File: src/hdl/ordered_list_engine_core_macros.svh
// Assertion macros shared by the RTL of the ordered list engine.
`ifndef ORDERED_LIST_ENGINE_CORE_MACROS_SVH
`define ORDERED_LIST_ENGINE_CORE_MACROS_SVH

// Condition must never be true outside reset.
`define OLE_ASSERT_NEVER(label, clk, rst_n, cond) \
    label: assert property (@(posedge clk) disable iff (!rst_n) !(cond)) \
        else $error("assertion failed");

// Antecedent in one cycle implies consequent in the same cycle.
`define OLE_ASSERT_IMPLY(label, clk, rst_n, ante, cons) \
    label: assert property (@(posedge clk) disable iff (!rst_n) (ante) |-> (cons)) \
        else $error("assertion failed");

// Antecedent in one cycle implies consequent in the next cycle.
`define OLE_ASSERT_NEXT(label, clk, rst_n, ante, cons) \
    label: assert property (@(posedge clk) disable iff (!rst_n) (ante) |=> (cons)) \
        else $error("assertion failed");

`endif

File: src/hdl/ole_pkg.sv
package ole_pkg;

    // Operation codes carried by a command transaction.
    typedef enum logic [3:0] {
        FN_APPEND   = 4'd0,
        FN_FRONT    = 4'd1,
        FN_INSERT   = 4'd2,
        FN_DEL_HEAD = 4'd3,
        FN_DEL_AT   = 4'd4,
        FN_SEARCH   = 4'd5,
        FN_STATS    = 4'd6,
        FN_REVERSE  = 4'd7,
        FN_SORT     = 4'd8,
        FN_TRAVERSE = 4'd9
    } func_t;

    // Result status codes.
    typedef enum logic [2:0] {
        ST_OK       = 3'd0,
        ST_FULL     = 3'd1,
        ST_BADPOS   = 3'd2,
        ST_EMPTY    = 3'd3,
        ST_NOTFOUND = 3'd4
    } status_t;

    // What every cell of the chain does.
    typedef enum logic [2:0] {
        CELL_HOLD,
        CELL_INS,
        CELL_DEL,
        CELL_ROT,
        CELL_SORT
    } cell_op_t;

    // Control broadcast from the sequencer to the cells.
    typedef struct packed {
        cell_op_t op;
        logic     phase;
    } cell_ctl_t;

endpackage

File: src/hdl/ole_cell.sv
module ole_cell #(
    parameter int IW    = 6,
    parameter int INDEX = 0
) (
    input  logic               clk,
    input  ole_pkg::cell_ctl_t ctl,
    input  logic [IW-1:0]      mark,
    input  logic signed [31:0] value,
    input  logic signed [31:0] left,
    input  logic signed [31:0] right,
    input  logic signed [31:0] head,
    output logic signed [31:0] data
);
    import ole_pkg::*;

    localparam logic [IW:0] ME = (IW+1)'(INDEX);

    logic [IW:0]        lim;
    logic signed [31:0] data_reg;
    logic signed [31:0] data_next;
    logic               lower;
    logic               upper;

    assign lim = {1'b0, mark};

    // Odd-even transposition: this cell is the low or high side of a pair.
    assign lower = (ME[0] == ctl.phase) && (ME + 1'b1 < lim);
    assign upper = (INDEX > 0) && (ME[0] != ctl.phase) && (ME < lim);

    // Select the next content from the neighbors, the new value or the head.
    always_comb
    begin
        data_next = data_reg;
        unique case (ctl.op)
            CELL_HOLD: data_next = data_reg;
            CELL_INS:
            begin
                if (ME == lim)
                    data_next = value;
                else if (ME > lim)
                    data_next = left;
            end
            CELL_DEL:
            begin
                if (ME >= lim)
                    data_next = right;
            end
            CELL_ROT:
            begin
                if (ME + 1'b1 < lim)
                    data_next = right;
                else if (ME + 1'b1 == lim)
                    data_next = head;
            end
            CELL_SORT:
            begin
                if (lower && (data_reg > right))
                    data_next = right;
                else if (upper && (left > data_reg))
                    data_next = left;
            end
            default: data_next = data_reg;
        endcase
    end

    // Payload register, no reset needed.
    always_ff @(posedge clk)
    begin
        data_reg <= data_next;
    end

    assign data = data_reg;

endmodule

File: config.mk
export PLATFORM = sky130hd
export DESIGN_NAME = ole_cell
export DESIGN_NICKNAME = d
export VERILOG_FILES = /design/src/hdl/ordered_list_engine_core_macros.svh /design/src/hdl/ole_pkg.sv /design/src/hdl/ole_cell.sv
export SDC_FILE = /design/constraint.sdc
export NUM_CORES = 1
export LEC_CHECK = 0
export BUFFER_PORTS_ARGS = -buffer_cell sky130_fd_sc_hd__buf_4
export CAP_MARGIN = 20
export CORE_MARGIN = 2
export CORE_UTILIZATION = 30
export DETAILED_ROUTE_END_ITERATION = 8
export PLACE_DENSITY = 0.65
export SLEW_MARGIN = 20
export SYNTH_ARGS = -nofsm -noshare
export SYNTH_HDL_FRONTEND = slang
export SYNTH_SLANG_ARGS = --single-unit
export TNS_END_PERCENT = 50
File: constraint.sdc
create_clock -name clk -period 3.5 [get_ports clk]
set_clock_uncertainty 0.05 [all_clocks]
set_input_delay 0.525 -clock clk [delete_from_list [all_inputs] [get_ports clk]]
set_output_delay 0.525 -clock clk [all_outputs]
set_load 0.02 [all_outputs]
==> out/metrics.cfg <==
[outcome]
outcome=complete, no violations

[sta]
setup_violations=0
drv_slew=0
rsz0062_at_grt=false
relSlewSlack=0.509
finalSetupTns_ns=0
post-route-period-util=0.742
max_freq_mhz=385
hold_violations=0
period_needed_ns=2.60
tightest_slew_ns=0.737

[clock_network]
clock-root-buffer=clkbuf_8
cts_tree=done
postCtsSetupBuffers=0
clock_sinks=32
clock_latency_ns=0.27
path_clk_slew_ns=0.07
clk_path_buf_depth=2
cts-htree-levels=2
cts-buffers-inserted=5
post_cts_resized=0
ctsHoldBuffers=0

[detailed_routing]
wl_mm=8.54
drtIter0Drc=76
route.detailed.drc=0
vias_per_cell=5.02
vias=2789
ant_nets=0
dr.pass1.iters=4
wl_per_cell_microns=15.4

[critical_path]
critPathSlowestCell=nor4_1
cp-start-kind=register
cp_max_fo=22
crit_top_cell=nand4_1
path_cells=ha_1, nand4_1, nor4_1, a211oi_1, a21bo_2, nand4_1, buf_4
cp.required_ns=3.45
path_buf_inv=1
critPathTopFamily=simple AND/OR/NAND/NOR gates
crit_type=reg -> reg
crit_path_end_kind=register
crit_arrival_ns=2.55
critPathMaxStageDelay_ns=0.56

[pwr]
leakage_nw=1.96
p_per_area_mw_per_mm2=260
peakVddDrop_v=0.000123

[final_layout]
final_layout_size_suffix_gt1_frac=0.416
final_cell_area_sq_mm=0.00421
num-fill-cells=899
multiInputGateArea_sq_mm=0.00159
largest_reg_flops=32
antenna_cells=0
nets=615
mostFrequentLayoutCells=buf_4 (176), nor2_1 (36), inv_1 (33), mux2i_1 (33), a221o_1 (33)
syn_to_final_growth_pct=50.2
regArea_sq_um=961
final_common_cell=buf_4

[synthesis]
synth.avg_cell_area_sq_um=10.2
yosys_warnings=0
ys_types=33
ys_ff_latch=32
ys.flop_type=edfxtp_1
synth_edf_count=32
synthArstFlopShare=0
ys_seq_area_frac=0.343
syn_inst=274
syn-cell-area_sq_mm=0.00280
synth_nets=445

[run]
cap_violations=0

[floorplanning]
die_x_microns=101
start_util=0.306
ios=171
die-area_sq_mm=0.0101
die_y_microns=101
core_sq_mm=0.00915
row_count=35

[global_routing]
grt.total_usage=0.166
grt_max_degree=33
grt_pass1_wl_mm=13.3
grt_pass1_vias=2845
antenna_found_initial=0
grt-ovfl-total=0

[place]
routabilityCongestion=0.719
port_buffers=170
dpl-instance-area_sq_mm=0.00413
hpwl_mm=6.98

[min_path]
holdCritPathClass=in -> reg

power by group:
group	switching [mW]	internal, mW
clock network	0.131	0.138
registers	0.0106	0.452
logic	0.162	0.201
cell type report:
type                       count  area share
tap                          111      0.0330
clock buffer                   7      0.0181
clock inverter                 1    0.000891
sequential                    32       0.228
inverter                      33      0.0294
multi-input combinational    196       0.377
timing repair buffer         176       0.314
cells in the mapped netlist, drive strengths merged (2+ instances only):
library cell	number	area (sq um)
inv	33	124
nor2b	2	12.5
nand2	7	26.3
nand4	10	62.6
nand3	3	15.0
a211oi	2	15.0
a21o	2	15.0
a221o	33	330
buf	12	128
ha	32	400
o21ai	4	20.0
nor4	3	18.8
a21oi	15	75.1
nor3	2	21.3
nor2	36	135
edfxtp	32	961
mux2i	33	330
cell families after synthesis:
family | synth area share
xor+xnor | 0.00312
fa+ha+maj | 0.143
simple gates | 0.116
buf+inv | 0.0910
compound gates | 0.187
flops | 0.343
mux | 0.118
per-layer routing:
layer,track usage,up-vias,share of wire
met3,0.0347,4,0.057
li1,-,1391,-
met1,0.195,1305,0.43
met4,0.0358,0,0.0077
met5,0,-,0
met2,0.310,89,0.51
metrics by stage:
step            util  cells  total power [mW]  hold slack (ns)  setup slack, ns
6_report       0.460    556              1.09            0.498            0.903
4_1_cts        0.460    556              1.11            0.483            0.909
3_5_place_dp   0.452    548             0.837            0.778            0.674
5_1_grt        0.460    556              1.17            0.480            0.660
2_1_floorplan      -    274             0.648            0.689            0.177
3_3_place_gp   0.452    548             0.832            0.776            0.562
worst paths after layout:
| path | cells after the start | slack [ns] | endpoint | from |
|---|---|---|---|---|
| hold / removal | 2 | 0.50 | data[23] | head[23] |
| hold reg to reg | 5 | 1.09 | data[31] | data[31] |
| setup / recovery | 7 | 0.90 | data[1] | data[14] |
| setup reg to reg | 7 | 0.90 | data[1] | data[14] |
(Power assumes the default switching activity.)
